==> src/sv/column_normalize_two_pass_macros.svh <==
// Assertion macros for the column normaliser
`ifndef COLUMN_NORMALIZE_TWO_PASS_MACROS_SVH
`define COLUMN_NORMALIZE_TWO_PASS_MACROS_SVH
// Check that a condition implies a consequence in the same cycle
`define CN_ASSERT_IMP(label, clk, rst_n, cond, cons, msg) \
    label: assert property (@(posedge clk) disable iff (!rst_n) (cond) |-> (cons)) \
        else $error(msg);
// Check that a condition implies a consequence in the next cycle
`define CN_ASSERT_NEXT(label, clk, rst_n, cond, cons, msg) \
    label: assert property (@(posedge clk) disable iff (!rst_n) (cond) |=> (cons)) \
        else $error(msg);
`endif

==> src/sv/cn_pkg.sv <==
// ----------------------------------------------------------------------------
// cn_pkg
// Shared types and constants of the column normaliser.
// ----------------------------------------------------------------------------
package cn_pkg;
    localparam int SAMPLE_W = 24;
    localparam int COL_W    = 12;
    localparam int SUMSQ_W  = 60;
    localparam int Q16_W    = 32;
    localparam logic [SUMSQ_W-1:0] SUMSQ_LIMIT = {SUMSQ_W{1'b1}};
    localparam logic signed [31:0] Q16_ONE  = 32'sd65536;
    localparam logic signed [31:0] Q16_MONE = -32'sd65536;

    typedef enum logic [0:0] { REQ_GATHER = 1'b0, REQ_APPLY = 1'b1 } req_t;
    typedef enum logic [0:0] { CFG_RANGE_LOW = 1'b0, CFG_RANGE_HIGH = 1'b1 } cfg_idx_t;
    typedef enum logic [1:0] {
        ST_OK = 2'd0, ST_ZERO = 2'd1, ST_SAT = 2'd2
    } status_t;
    typedef enum logic [2:0] {
        S_IDLE, S_READ, S_EVAL, S_SQRT, S_DIV, S_OUT
    } fsm_t;

    typedef struct packed {
        logic                 start;
        logic [63:0]          radicand;
    } sqrt_req_t;
    typedef struct packed {
        logic                 done;
        logic [31:0]          root;
    } sqrt_rsp_t;
    typedef struct packed {
        logic                 start;
        logic signed [63:0]   num;
        logic signed [63:0]   den;
    } div_req_t;
    typedef struct packed {
        logic                 done;
        logic signed [63:0]   quot;
    } div_rsp_t;
endpackage

==> src/sv/cn_sqrt.sv <==
// ----------------------------------------------------------------------------
// cn_sqrt
// Integer square root, one result bit per cycle (32 steps, then done).
// ----------------------------------------------------------------------------
module cn_sqrt
    import cn_pkg::*;
(
    input  logic      clk,
    input  logic      rst_n,
    input  sqrt_req_t req,
    output sqrt_rsp_t rsp
);
    logic [63:0] rad_reg;
    logic [65:0] part_reg;
    logic [31:0] root_reg;
    logic [5:0]  cnt_reg;
    logic        busy_reg;
    logic        done_reg;
    logic [65:0] trial;
    logic [65:0] acc;

    // Shift in two radicand bits, try root*4+1
    assign acc   = {part_reg[63:0], rad_reg[63:62]};
    assign trial = {32'd0, root_reg, 2'b01};

    always_ff @(posedge clk or negedge rst_n)
    begin
        if (!rst_n)
        begin
            busy_reg <= 1'b0;
            done_reg <= 1'b0;
            cnt_reg  <= '0;
        end
        else
        begin
            done_reg <= 1'b0;
            if (req.start)
            begin
                busy_reg <= 1'b1;
                cnt_reg  <= 6'd0;
            end
            else if (busy_reg)
            begin
                cnt_reg <= cnt_reg + 6'd1;
                if (cnt_reg == 6'd31)
                begin
                    busy_reg <= 1'b0;
                    done_reg <= 1'b1;
                end
            end
        end
    end

    always_ff @(posedge clk)
    begin
        if (req.start)
        begin
            rad_reg  <= req.radicand;
            part_reg <= '0;
            root_reg <= '0;
        end
        else if (busy_reg)
        begin
            rad_reg <= {rad_reg[61:0], 2'b00};
            if (acc >= trial)
            begin
                part_reg <= acc - trial;
                root_reg <= {root_reg[30:0], 1'b1};
            end
            else
            begin
                part_reg <= acc;
                root_reg <= {root_reg[30:0], 1'b0};
            end
        end
    end

    assign rsp.done = done_reg;
    // Root as it stands after the final step
    assign rsp.root = root_reg;
endmodule

==> config.mk <==
export PLATFORM = sky130hd
export DESIGN_NAME = cn_sqrt
export DESIGN_NICKNAME = d
export VERILOG_FILES = /design/src/sv/column_normalize_two_pass_macros.svh /design/src/sv/cn_pkg.sv /design/src/sv/cn_sqrt.sv
export SDC_FILE = /design/constraint.sdc
export NUM_CORES = 1
export LEC_CHECK = 0
export ABC_AREA = 1
export BUFFER_PORTS_ARGS = -buffer_cell sky130_fd_sc_hd__buf_2
export CAP_MARGIN = 20
export CORE_UTILIZATION = 45
export CTS_BUF_LIST = sky130_fd_sc_hd__clkbuf_8
export CTS_CLUSTER_DIAMETER = 30
export DETAILED_ROUTE_END_ITERATION = 12
export PLACE_DENSITY = 0.74
export SLEW_MARGIN = 10
export SYNTH_ARGS = -nofsm -noshare
export SYNTH_HDL_FRONTEND = slang
export SYNTH_SLANG_ARGS = --single-unit
==> constraint.sdc <==
create_clock -name clk -period 3.1 [get_ports clk]
set_input_delay 0.62 -clock clk [delete_from_list [all_inputs] [get_ports clk]]
set_output_delay 0.62 -clock clk [all_outputs]
set_load 0.05 [all_outputs]
## Yosys cells after proc, flatten, opt, wreduce, memory -nomap -nowiden

Index checks and enable logic that the tools add are counted.
W data, S select, Z words.

- Output and inout bits: 33
- Logic and storage cells: 23
- Input port bits: 67
- Register bits: 168

- Equal/unequal tests: 1
- Mux-type cells: 12
- Order comparisons: 1
- Add/subtract/negate cells: 2
- Reductions and logical operators: 1

Operator list:

| kind | number |
|---|---|
| $mux W64 | 3 |
| $ge A66 B34 Y1 | 1 |
| $sub A64 B34 Y64 | 1 |
| $mux W6 | 2 |
| $mux W1 | 7 |
| $add A6 B1 Y6 const B | 1 |
| $eq A6 B5 Y1 const B | 1 |
| $reduce_bool A2 Y1 | 1 |

## Longest topological paths before layout

- Depth after elaboration: 4
- Gate-level depth with buffers: 18
- Mapped depth without buffers: 18

## Worst setup path before layout

Ideal clock, no wire load.

- Path type: input -> register
- Start: input port req[64] (netlist name)
- End: register rad_reg[0] (enable)
- Stages on the path: 4
- Slack: -0.361 ns
- Library setup time: 0.453 ns
- Buffers on the path: 2
- Arrival time: 3.008 ns
- Required time: 2.647 ns
- Cells stage by stage: nor2_1 -> inv_1 -> clkbuf_1 -> buf_1

- Cells in the longest elaborated chain, start to end: 1

RTL lines:

| element | line | text |
|---|---|---|
| start: declaration | cn_sqrt.sv:10 | `input sqrt_req_t req,` |
| $reduce_bool A2 Y1 (no source line) | - |  |
| end signal: assignment | cn_sqrt.sv:58 | `rad_reg <= req.radicand;` |
| end signal: assignment | cn_sqrt.sv:64 | `rad_reg <= {rad_reg[61:0], 2'b00};` |
| end: declaration | cn_sqrt.sv:13 | `logic [63:0] rad_reg;` |

No other way between the ends.
A chain may end at the register's enable or synchronous reset.

## Worst setup path after layout

- Start: register root_reg[31]
- End: register part_reg[17]

- Cells in the longest elaborated chain, start to end: 2

RTL lines:

| element | line | text |
|---|---|---|
| start: declaration | cn_sqrt.sv:15 | `logic [31:0] root_reg;` |
| start signal: assignment | cn_sqrt.sv:68 | `root_reg <= {root_reg[30:0], 1'b1};` |
| start signal: assignment | cn_sqrt.sv:73 | `root_reg <= {root_reg[30:0], 1'b0};` |
| $ge A66 B34 Y1 | cn_sqrt.sv:65 | `if (acc >= trial)` |
| $mux W64 | cn_sqrt.sv:65 |  |
| end signal: assignment | cn_sqrt.sv:67 | `part_reg <= acc - trial;` |
| end: declaration | cn_sqrt.sv:14 | `logic [65:0] part_reg;` |

No other way between the ends.

==> results.md <==
- Root buffer cell: clkbuf_8
- Number of resized instances in the post-cts repair step: 0
- Commonest non-fill, non-tap cell in the layout: nand2_1
- Combined area of all synthesized cells: 10900 sq um
- Slew at the pin with the worst max-slew slack: 0.724 ns
- DRC errors left: 0
- Worst hold slack: 0.395 ns
- Cell area reported after detailed placement: 11700 sq um
- Startpoint type of the worst setup path: register
- Total CTS buffers: 17
- Maximum root-to-sink buffer count: 2
- Register bit count reported by yosys: 168
- Most used cells in the layout excluding fill and tap cells: nand2_1 (718), inv_1 (230), nor2_1 (121)
- Max_slew headroom: 51.7%
- Synthesized area per cell: 6.46 sq um
- Total vias in the final route: 10800
- Number of search-and-repair iterations in the first detailed-routing pass: 6
- H-tree Lvls: 4
- Slowest stage cell, crit path: dfxtp_1
- Data arrival, critical path: 3.13 ns
- WP data required: 3.50 ns
- Clock period minus final worst setup slack: 2.73 ns
- Gr ovfl total: 0
- Die X: 158 microns
- First-pass GRT wire length: 51.9 mm
- Seq/Total Area, Yosys: 37.1%
- Fraction of the cycle the final worst path needs: 88.0%
- Post-route cell area: 12100 sq um
- Floorplan core area: 23600 sq um
- Number of setup buffers added after CTS: 0
- Final RePlAce weighted congestion: 0.979
- Clock insertion delay at the later pin of the skew report: 0.48 ns
- Die H: 158 microns
- All-layer global routing usage: 27.2%
- Full die area: 24900 sq um
- Pins over their slew limit: 0
- Unrepaired setup endpoints after global routing: false
- Maximum clock skew at final layout: 0.0254 ns
- Share of post-route cells with drive strength above 1: 10.2%
- Maximum number of pins on one net before global-route repair: 70
- Number of top-level pins: 100
- Sum of routed wire length over all layers: 32.1 mm
- Post-DR vias/cell: 5.11
- Number of rows created at floorplan: 56
- Area added between synthesis and finish: 11.2%
- Distinct cell type count after synthesis: 40
- Status: finished clean
- Syn_nets: 1792
- Initial cell density of the core: 46.2%
- VDD IR max: 0.470 mV
- Number of filler instances in the final layout: 2500
- Maximum net fanout on the critical path: 31
- Category of cells accounting for the largest share of critical-path delay: compound AO/OA/AOI/OAI gates
- Post-route setup slack: 0.371 ns
- First-iteration detailed-routing DRC count: 756
- Most common cell on crit path: nand2_1
- Buffers and inverters on the worst path: 4
- Static leakage: 6.18 nW
- Post-DR wirelength/cell: 15.2 microns
- Number of warnings issued by yosys: 0
- Post-synthesis instance total: 1690
- Number of input and output port buffers inserted: 99
- Final HPWL DP: 24.6 mm
- F_max: 366 MHz
- Cells traversed along the worst timing path: inv_1 > ha_1 > a21oi_1 > o21ai_0 > clkinv_1 > nand2_1 > a21oi_1 > nand3_4 > inv_4 > buf_4 > nand2_1 > nand2_1 > nand2_1 > o21ai_0
- Pre-CTS setup slack: 0.467 ns
- CTS tree: built
- Number of clock sinks: 168
- Final layout net count: 1878
- Final hold violation count: 0
- Max capacitance violation total: 0
- Clock slew at reported path FFs: 0.12 ns
- Vias in the first global route: 10200
- Sum Neg Setup Slack: 0 ns
- Crit path kind: register to register
- Worst setup EP type: register
- Critical path's largest stage delay: 0.36 ns
- HP Class: input port to register
- Initial antenna violation count: 0
- Number of routed nets with antenna violations: 0
- Final Setup Violations: 0
- P per Cell Area: 1090 nW/um^2
==> synth_stat cells (all sizes together) <==
cell	number	area share, %
nand2b	1	0.057
nand4	16	0.92
nand2	730	25
o211ai	4	0.28
nand3	78	3.7
o22ai	31	1.8
a21oi	62	3.2
xor2	11	0.88
and2	1	0.057
buf	18	1.3
nor3	23	1.2
clkbuf	30	1.0
nor3b	1	0.069
dfrtp	8	1.8
nand3b	8	0.55
clkinv	1	0.034
or2	1	0.057
inv	234	8.1
edfxtp	64	18
o21ai	81	3.7
dfxtp	96	18
a22o	1	0.080
xnor2	21	1.7
ha	35	4.0
nor2	129	4.6
o21bai	5	0.34
==> power breakdown <==
part	internal, mW	switching, mW	total, mW
Sequential	2.75	0.391	3.14
Combinational	2.64	5.65	8.29
Clock	0.754	0.996	1.75
Total	6.13	7.04	13.2
==> worst register-to-register path, cell delays in order (launching register included) <==
cell	delay, ns
dfxtp_1	0.36
inv_1	0.06
ha_1	0.35
a21oi_1	0.34
o21ai_0	0.19
clkinv_1	0.12
nand2_1	0.07
a21oi_1	0.29
nand3_4	0.14
inv_4	0.30
buf_4	0.19
nand2_1	0.04
nand2_1	0.05
nand2_1	0.05
o21ai_0	0.10
==> layer usage <==
layer	vias up	routed length, microns	global-route usage (%)
met5	-	0	0
met4	0	1030	10.5
met3	61	2400	4.19
met2	401	14000	43.2
met1	4836	14700	36.9
li1	5472	-	-
==> cells by family after synthesis <==
group	synth area share [%]
AO/OA/AOI/OAI	9.35
adder cells (fa/ha/maj)	4.01
AND/OR/NAND/NOR	36.6
flip-flops	37.1
XOR/XNOR	2.57
buffers and inverters	10.4
==> worst paths after layout <==
path | from | to | slack (ns) | depth (start not counted)
max reg2reg | root_reg[31] | part_reg[17] | 0.37 | 14
min reg2reg | part_reg[63] | part_reg[63] | 0.47 | 2
max in group asynchronous | rst_n | cnt_reg[2] | 2.42 | 2
max | root_reg[31] | part_reg[17] | 0.37 | 14
min in group asynchronous | rst_n | cnt_reg[5] | 0.49 | 2
min | req[15] | rad_reg[15] | 0.40 | 3
==> layout make-up <==
cell class	instances	area (sq um)	share of cell area, %
inverter	235	887	7.31
tap	319	399	3.29
clock inverter	15	186	1.54
antenna	1	2.50	0.0206
multi-input combinational	1239	5730	47.3
timing repair buffer	115	643	5.30
sequential	168	4040	33.3
clock buffer	17	234	1.93
==> stage by stage <==
stage / utilization [%] / power (mW) / std cells
floorplan: - / 9.09 / 1690
global route: 51.4 / 14.3 / 2108
finish: 51.4 / 13.2 / 2109
global placement: 49.5 / 11.2 / 2075
detailed placement: 49.5 / 11.3 / 2075
CTS: 51.4 / 13.0 / 2108
==> what timing repair did <==
action                                  CTS  global route
endpoints found under the setup margin    0             0
hold endpoints to repair                  8             0
hold buffers                              1             0
No activity file was read; power rests on OpenSTA's default activity.
