<file path="src/sv/column_normalize_two_pass_macros.svh">
// Assertion macros for the column normaliser
`ifndef COLUMN_NORMALIZE_TWO_PASS_MACROS_SVH
`define COLUMN_NORMALIZE_TWO_PASS_MACROS_SVH
// Check that a condition implies a consequence in the same cycle
`define CN_ASSERT_IMP(label, clk, rst_n, cond, cons, msg) \
    label: assert property (@(posedge clk) disable iff (!rst_n) (cond) |-> (cons)) \
        else $error(msg);
// Check that a condition implies a consequence in the next cycle
`define CN_ASSERT_NEXT(label, clk, rst_n, cond, cons, msg) \
    label: assert property (@(posedge clk) disable iff (!rst_n) (cond) |=> (cons)) \
        else $error(msg);
`endif

</file>
<file path="src/sv/cn_pkg.sv">
// ----------------------------------------------------------------------------
// cn_pkg
// Shared types and constants of the column normaliser.
// ----------------------------------------------------------------------------
package cn_pkg;
    localparam int SAMPLE_W = 24;
    localparam int COL_W    = 12;
    localparam int SUMSQ_W  = 60;
    localparam int Q16_W    = 32;
    localparam logic [SUMSQ_W-1:0] SUMSQ_LIMIT = {SUMSQ_W{1'b1}};
    localparam logic signed [31:0] Q16_ONE  = 32'sd65536;
    localparam logic signed [31:0] Q16_MONE = -32'sd65536;

    typedef enum logic [0:0] { REQ_GATHER = 1'b0, REQ_APPLY = 1'b1 } req_t;
    typedef enum logic [0:0] { CFG_RANGE_LOW = 1'b0, CFG_RANGE_HIGH = 1'b1 } cfg_idx_t;
    typedef enum logic [1:0] {
        ST_OK = 2'd0, ST_ZERO = 2'd1, ST_SAT = 2'd2
    } status_t;
    typedef enum logic [2:0] {
        S_IDLE, S_READ, S_EVAL, S_SQRT, S_DIV, S_OUT
    } fsm_t;

    typedef struct packed {
        logic                 start;
        logic [63:0]          radicand;
    } sqrt_req_t;
    typedef struct packed {
        logic                 done;
        logic [31:0]          root;
    } sqrt_rsp_t;
    typedef struct packed {
        logic                 start;
        logic signed [63:0]   num;
        logic signed [63:0]   den;
    } div_req_t;
    typedef struct packed {
        logic                 done;
        logic signed [63:0]   quot;
    } div_rsp_t;
endpackage

</file>
<file path="src/sv/cn_div.sv">
// ----------------------------------------------------------------------------
// cn_div
// Signed restoring divider, truncating toward zero, one bit per cycle.
// ----------------------------------------------------------------------------
module cn_div
    import cn_pkg::*;
(
    input  logic     clk,
    input  logic     rst_n,
    input  div_req_t req,
    output div_rsp_t rsp
);
    logic [63:0] quo_reg;
    logic [63:0] rem_reg;
    logic [63:0] den_reg;
    logic        neg_reg;
    logic        busy_reg;
    logic        done_reg;
    logic [5:0]  cnt_reg;
    logic [64:0] sh;
    logic [63:0] an;
    logic [63:0] ad;

    assign an = req.num[63] ? (64'd0 - req.num) : req.num;
    assign ad = req.den[63] ? (64'd0 - req.den) : req.den;
    assign sh = {rem_reg, quo_reg[63]};

    always_ff @(posedge clk or negedge rst_n)
    begin
        if (!rst_n)
        begin
            busy_reg <= 1'b0;
            done_reg <= 1'b0;
            cnt_reg  <= '0;
        end
        else
        begin
            done_reg <= 1'b0;
            if (req.start)
            begin
                busy_reg <= 1'b1;
                cnt_reg  <= '0;
            end
            else if (busy_reg)
            begin
                cnt_reg <= cnt_reg + 6'd1;
                if (cnt_reg == 6'd63)
                begin
                    busy_reg <= 1'b0;
                    done_reg <= 1'b1;
                end
            end
        end
    end

    always_ff @(posedge clk)
    begin
        if (req.start)
        begin
            quo_reg <= an;
            rem_reg <= '0;
            den_reg <= ad;
            neg_reg <= req.num[63] ^ req.den[63];
        end
        else if (busy_reg)
        begin
            if (sh >= {1'b0, den_reg})
            begin
                rem_reg <= 64'(sh - {1'b0, den_reg});
                quo_reg <= {quo_reg[62:0], 1'b1};
            end
            else
            begin
                rem_reg <= sh[63:0];
                quo_reg <= {quo_reg[62:0], 1'b0};
            end
        end
    end

    assign rsp.done = done_reg;
    assign rsp.quot = neg_reg ? (64'sd0 - $signed(quo_reg)) : $signed(quo_reg);
endmodule

</file>
<file path="config.mk">
export PLATFORM = sky130hd
export DESIGN_NAME = cn_div
export DESIGN_NICKNAME = d
export VERILOG_FILES = /design/src/sv/column_normalize_two_pass_macros.svh /design/src/sv/cn_pkg.sv /design/src/sv/cn_div.sv
export SDC_FILE = /design/constraint.sdc
export NUM_CORES = 1
export LEC_CHECK = 0
export BUFFER_PORTS_ARGS = -buffer_cell sky130_fd_sc_hd__buf_2
export CORE_MARGIN = 2
export CORE_UTILIZATION = 50
export DETAILED_ROUTE_END_ITERATION = 8
export GPL_TIMING_DRIVEN = 0
export PLACE_DENSITY = 0.74
export SETUP_SLACK_MARGIN = 0.4
export SYNTH_ARGS = -nofsm -noshare
export SYNTH_HDL_FRONTEND = slang
export SYNTH_SLANG_ARGS = --single-unit
</file>
<file path="constraint.sdc">
create_clock -name clk -period 7.4 [get_ports clk]
set_clock_uncertainty 0.1 [all_clocks]
set_input_delay 1.48 -clock clk [delete_from_list [all_inputs] [get_ports clk]]
set_output_delay 1.48 -clock clk [all_outputs]
set_load 0.01 [all_outputs]
</file>
After elaboration in Yosys (flattened, before gate mapping)
Cells that the tools add are included.
- register bits: 201
- word-level logic and storage cells: 32
- memories kept: 0
- bits in latches: 0
- bits of input ports: 131
- RAM bits: 0
- bits in read-only memories: 0
- output and inout port bits: 65
- shift-type cells: 0
- $mul: 0
- divide/modulo/power cells: 0
- bitwise operators: 1
- equality and inequality tests: 1
- add/sub/neg operators: 5
- magnitude comparators: 1
- multiplexer cells: 15
- reductions and logical operators: 1
- operator list (cell ; number):
    2-to-1 mux 64 bit ; 5
    subtractor 1 x 64 -> 64 bit, first input constant ; 3
    greater-or-equal comparator 65 x 64 -> 1 bit ; 1
    subtractor 64 bit ; 1
    2-to-1 mux 63 bit ; 1
    2-to-1 mux 6 bit ; 2
    2-to-1 mux 1 bit ; 7
    adder 6 x 1 -> 6 bit, second input constant ; 1
    equality test 6 bit, second input constant ; 1
    nonzero test 2 bit ; 1
    XOR 1 bit ; 1

Depth between registers and ports, before layout
- depth in word-level cells: 4
- depth in mapped cells: 15
- gate-level depth less buffers: 13

Least setup slack after synthesis
Ideal clock, no wire load.
- kind: register to output
- from: register quo_reg[21]
- to: output rsp[59] (netlist bit)
- cell stages (with the launch flop): 10
- path slack: 2.430 ns
- data required time: 5.820 ns
- data arrival time: 3.390 ns
- path buffers: 0
- cell sequence: edfxtp_1 > or4_1 > or4_1 > or3_1 > or3_1 > or2_1 > or3_4 > or2_4 > o31ai_2 > xnor2_1
- RTL lines (element ; line ; source):
    from (decl) ; cn_div.sv:13 ; logic [63:0] quo_reg;
    from (signal assigned) ; cn_div.sv:60 ; quo_reg <= an;
    from (signal assigned) ; cn_div.sv:70 ; quo_reg <= {quo_reg[62:0], 1'b1};
    from (signal assigned) ; cn_div.sv:75 ; quo_reg <= {quo_reg[62:0], 1'b0};
    to (decl) ; cn_div.sv:11 ; output div_rsp_t rsp

==> run_results.csv <==
group,metric,value,unit
placed_design,gp_congestion,0.981,
cts,post_cts.resized_instances,0,
logic_synthesis,synth_enable_flop_cells,129,
worst_setup_path,worst-endpoint-arrival,4470,ps
job,maxCapViolCount,0,
grt,grt_antenna_before_repair,2,
cts,cts_setup_buffers,0,
placed_design,pre_cts_ws,2000,ps
cts,insertion_delay,540,ps
cts,cts_hold_buffers,0,
worst_setup_path,worst_path_dominant_cell_family,"simple AND/OR/NAND/NOR gates",
worst_setup_path,critical_path.most_common_cell,"sky130_fd_sc_hd__or3_1",
floorplanning,die_y,181,µm
floorplanning,io-pin-count,196,
drt,drt_wl_total,47000,µm
worst_setup_path,cp_num_buf_inv,1,
worst_setup_path,critical-path-slowest-cell,"sky130_fd_sc_hd__nor4_1",
floorplanning,starting_utilization_of_the_core_area,51.1,%
pwr,cellPowerDensity,281,nW/µm²
worst_setup_path,timing.critical_path.from_type,"flip-flop",
logic_synthesis,ys_seq_area_share,34.1,%
sta,worst_slew_slack_as_a_fraction_of_its_limit,11.8,%
grt,vias_in_the_first_global_route,14100,
sta,fin_crit_period,6050,ps
logic_synthesis,cell_area_synth,15700,µm²
placed_design,hpwl_reported_at_the_end_of_detailed_placement,36500,µm
cts,cts_htree_levels,1,
placed_design,dp.cells,2474,
floorplanning,dieArea,32900,µm²
grt,grt_overflow_total,0,
logic_synthesis,synthesis.instances,1884,
finish,area.growth.synth_to_final,14.0,%
sta,worst_pin_slew,1290,ps
min_path,hold_class,"flip-flop to flip-flop",
worst_setup_path,cp_cell_sequence,"or3_1 > nor4_1 > nand4_1 > or3_1 > or2_1 > or3_4 > nor2_1 > nand2_1 > o41ai_2 > xnor2_1 > buf_2",
sta,rsz_0062_raised_after_global_routing,"no",
drt,detail_route.drc_violations,0,
sta,finalSetupViolations,0,
worst_setup_path,worstSetupPathType,"flip-flop to output port",
sta,max_freq,165,MHz
cts,clockBufferDepth,3,
worst_setup_path,setup.reg_to_reg.worst_slack,2560,ps
floorplanning,die-width,181,µm
cts,total_cts_buffers,23,
floorplanning,placement_rows,64,
logic_synthesis,yosysWarningCount,0,
logic_synthesis,synth-seq-cells,201,
drt,drtIter0Drc,1284,
grt,grt_max_degree,67,
cts,sink_count,201,
sta,pins_over_their_slew_limit,0,
cts,tritoncts,"yes",
grt,grt_pass1_wl,73600,µm
finish,fillCellCount,2857,
worst_setup_path,critical_path_max_stage_delay,610,ps
outcome,status,"complete, no violations",
sta,min_period_over_period,81.8,%
finish,fin_cells,2518,
pwr,static-leakage-power,6.98,nW
finish,drive_above_1_share,12.2,%
cts,ctsRootBufferMaster,"sky130_fd_sc_hd__clkbuf_16",
worst_setup_path,worst_setup_path_end_kind,"output port",
drt,number_of_nets_with_antenna_violations_after_detailed_routing,0,
floorplanning,core,30700,µm²
finish,fin_nets,2303,
placed_design,buffer_ports.inserted,193,
sta,setup-tns-final,0,ps
pwr,ir_drop,0.171,mV
drt,route.detailed.vias_per_inst,6.00,
logic_synthesis,synthesis.area_per_instance,8.35,µm²
sta,worst_setup_margin,1350,ps
drt,detailroute.via_count,15100,
drt,detailed_router_iteration_count_before_antenna_repair,8,
worst_setup_path,timing.critical_path.required,5820,ps
sta,finalHoldViolations,0,
logic_synthesis,synth_async_sr_flop_share,3.98,%
drt,wl_per_cell,18.7,µm
grt,grt_use_total,27.6,%
logic_synthesis,nets_in_the_synthesized_netlist,2084,
cts,worst_setup_hold_path_clk_slew,70,ps
worst_setup_path,path_max_fanout,6,
logic_synthesis,synth_top_flop_cell,"sky130_fd_sc_hd__edfxtp_1",
logic_synthesis,synth.lib_cells_used.distinct,74,
-- kinds of logic (layout without fill, tap and decap cells) --
family	Yosys count	in the layout	synth area share, %
muxes	15	15	0.971
buffers and inverters	185	421	4.48
xor gates and xnor gates	244	244	13.6
other	0	2	0
and+or+nand+nor	653	653	20.0
AOI/OAI and AO/OA	517	517	21.3
DFF	201	201	34.1
adders and majority gates	69	69	5.54
-- cells in the mapped netlist (4+ instances only) --
cell type                   instances  share of area [%]
sky130_fd_sc_hd__o311ai_0           4               0.22
sky130_fd_sc_hd__o21bai_1          13               0.62
sky130_fd_sc_hd__a211oi_1           7               0.33
sky130_fd_sc_hd__o21ai_1           11               0.35
sky130_fd_sc_hd__o31ai_1           53                2.5
sky130_fd_sc_hd__o21ai_0          122                3.9
sky130_fd_sc_hd__nor2b_1           13               0.52
sky130_fd_sc_hd__o21a_1             8               0.38
sky130_fd_sc_hd__inv_1             85                2.0
sky130_fd_sc_hd__nand4_1           27                1.1
sky130_fd_sc_hd__or3_1             58                2.3
sky130_fd_sc_hd__nand3_1           25               0.80
sky130_fd_sc_hd__dfrtp_1            8                1.3
sky130_fd_sc_hd__clkbuf_1          93                2.2
sky130_fd_sc_hd__xnor2_1          158                8.8
sky130_fd_sc_hd__dfxtp_1           64                8.1
sky130_fd_sc_hd__nor4_1            14               0.56
sky130_fd_sc_hd__ha_1              68                5.4
sky130_fd_sc_hd__edfxtp_1         129                 25
sky130_fd_sc_hd__a21oi_1          144                4.6
sky130_fd_sc_hd__o41ai_1           20                1.1
sky130_fd_sc_hd__o31ai_2            7               0.56
sky130_fd_sc_hd__nand2b_1          17               0.68
sky130_fd_sc_hd__a31oi_1            9               0.36
sky130_fd_sc_hd__a311oi_1          42                2.3
sky130_fd_sc_hd__o211ai_1           5               0.24
sky130_fd_sc_hd__or2_2              4               0.16
sky130_fd_sc_hd__or4_1             27                1.3
sky130_fd_sc_hd__a21o_1            28                1.3
sky130_fd_sc_hd__nor3_1            36                1.1
sky130_fd_sc_hd__nor2_1           186                4.4
sky130_fd_sc_hd__and3_1            10               0.40
sky130_fd_sc_hd__nand2_1          201                4.8
sky130_fd_sc_hd__nand3b_1           7               0.33
sky130_fd_sc_hd__a2111oi_0          6               0.33
sky130_fd_sc_hd__and2_1             5               0.20
sky130_fd_sc_hd__xor2_1            86                4.8
sky130_fd_sc_hd__mux2i_1           13               0.83
sky130_fd_sc_hd__nand4b_1           7               0.39
-- layer usage --
layer,vias to the layer above,track usage (%),wire length [µm]
met5,-,0,0
met4,0,9.56,1590
met3,108,3.06,3390
met2,671,46.3,21700
met1,7015,37.0,20300
li1,7309,-,-
-- tightest hold or removal path: cells and delay by family, from the launching register on --
family	cells	cell delay, ps
flops	1	320
simple gates	2	110
-- final timing paths --
kind	startpoint	to	cells after the start
max	quo_reg[10]	rsp[57]	11
min	rem_reg[63]	rem_reg[63]	2
max reg2reg	quo_reg[63]	rem_reg[48]	12
min reg2reg	rem_reg[63]	rem_reg[63]	2
max in group asynchronous	rst_n	busy_reg	1
min in group asynchronous	rst_n	cnt_reg[1]	1
-- per-stage QoR --
stage | power, mW | hold WS (ps) | cell area, µm² | util (%)
global placement | 3.86 | 370 | 17200 | 55.9
floorplan | 3.25 | 340 | 15700 | -
finish | 5.05 | 379 | 17900 | 58.3
detailed placement | 3.90 | 372 | 17200 | 56.0
CTS | 5.02 | 381 | 17900 | 58.3
global route | 5.37 | 398 | 17900 | 58.3
-- area by class of cell --
class                   count  area [µm²]  share of cell area, %
clock inverters             9        75.1                  0.419
multi-input cells        1498        9670                   53.9
plain buffers             100         385                   2.15
clock buffers              33         643                   3.59
flip-flops and latches    201        5360                   29.9
well taps                 396         495                   2.76
diodes                      2        5.00                 0.0279
repair buffers            194         988                   5.51
inverters                  85         319                   1.78
-- power breakdown --
| part | total, mW | switching (mW) | internal, mW |
|---|---|---|---|
| registers | 1.63 | 0.204 | 1.43 |
| clock network | 1.11 | 0.473 | 0.639 |
| logic | 2.30 | 1.41 | 0.893 |
-- layout by cell type (no fill, tap or decap), drive strengths merged, types with 60 or more instances in the layout --
cell / synthesis / routed
ha: 68 / 68
clkbuf: 93 / 126
o31ai: 60 / 60
a21oi: 144 / 144
nor2: 186 / 186
xnor2: 158 / 158
o21ai: 133 / 133
dfxtp: 64 / 64
nand2: 201 / 201
xor2: 86 / 86
edfxtp: 129 / 129
inv: 85 / 87
or3: 61 / 61
buf: 7 / 201
Note: power is estimated with default switching activity, not from simulation.
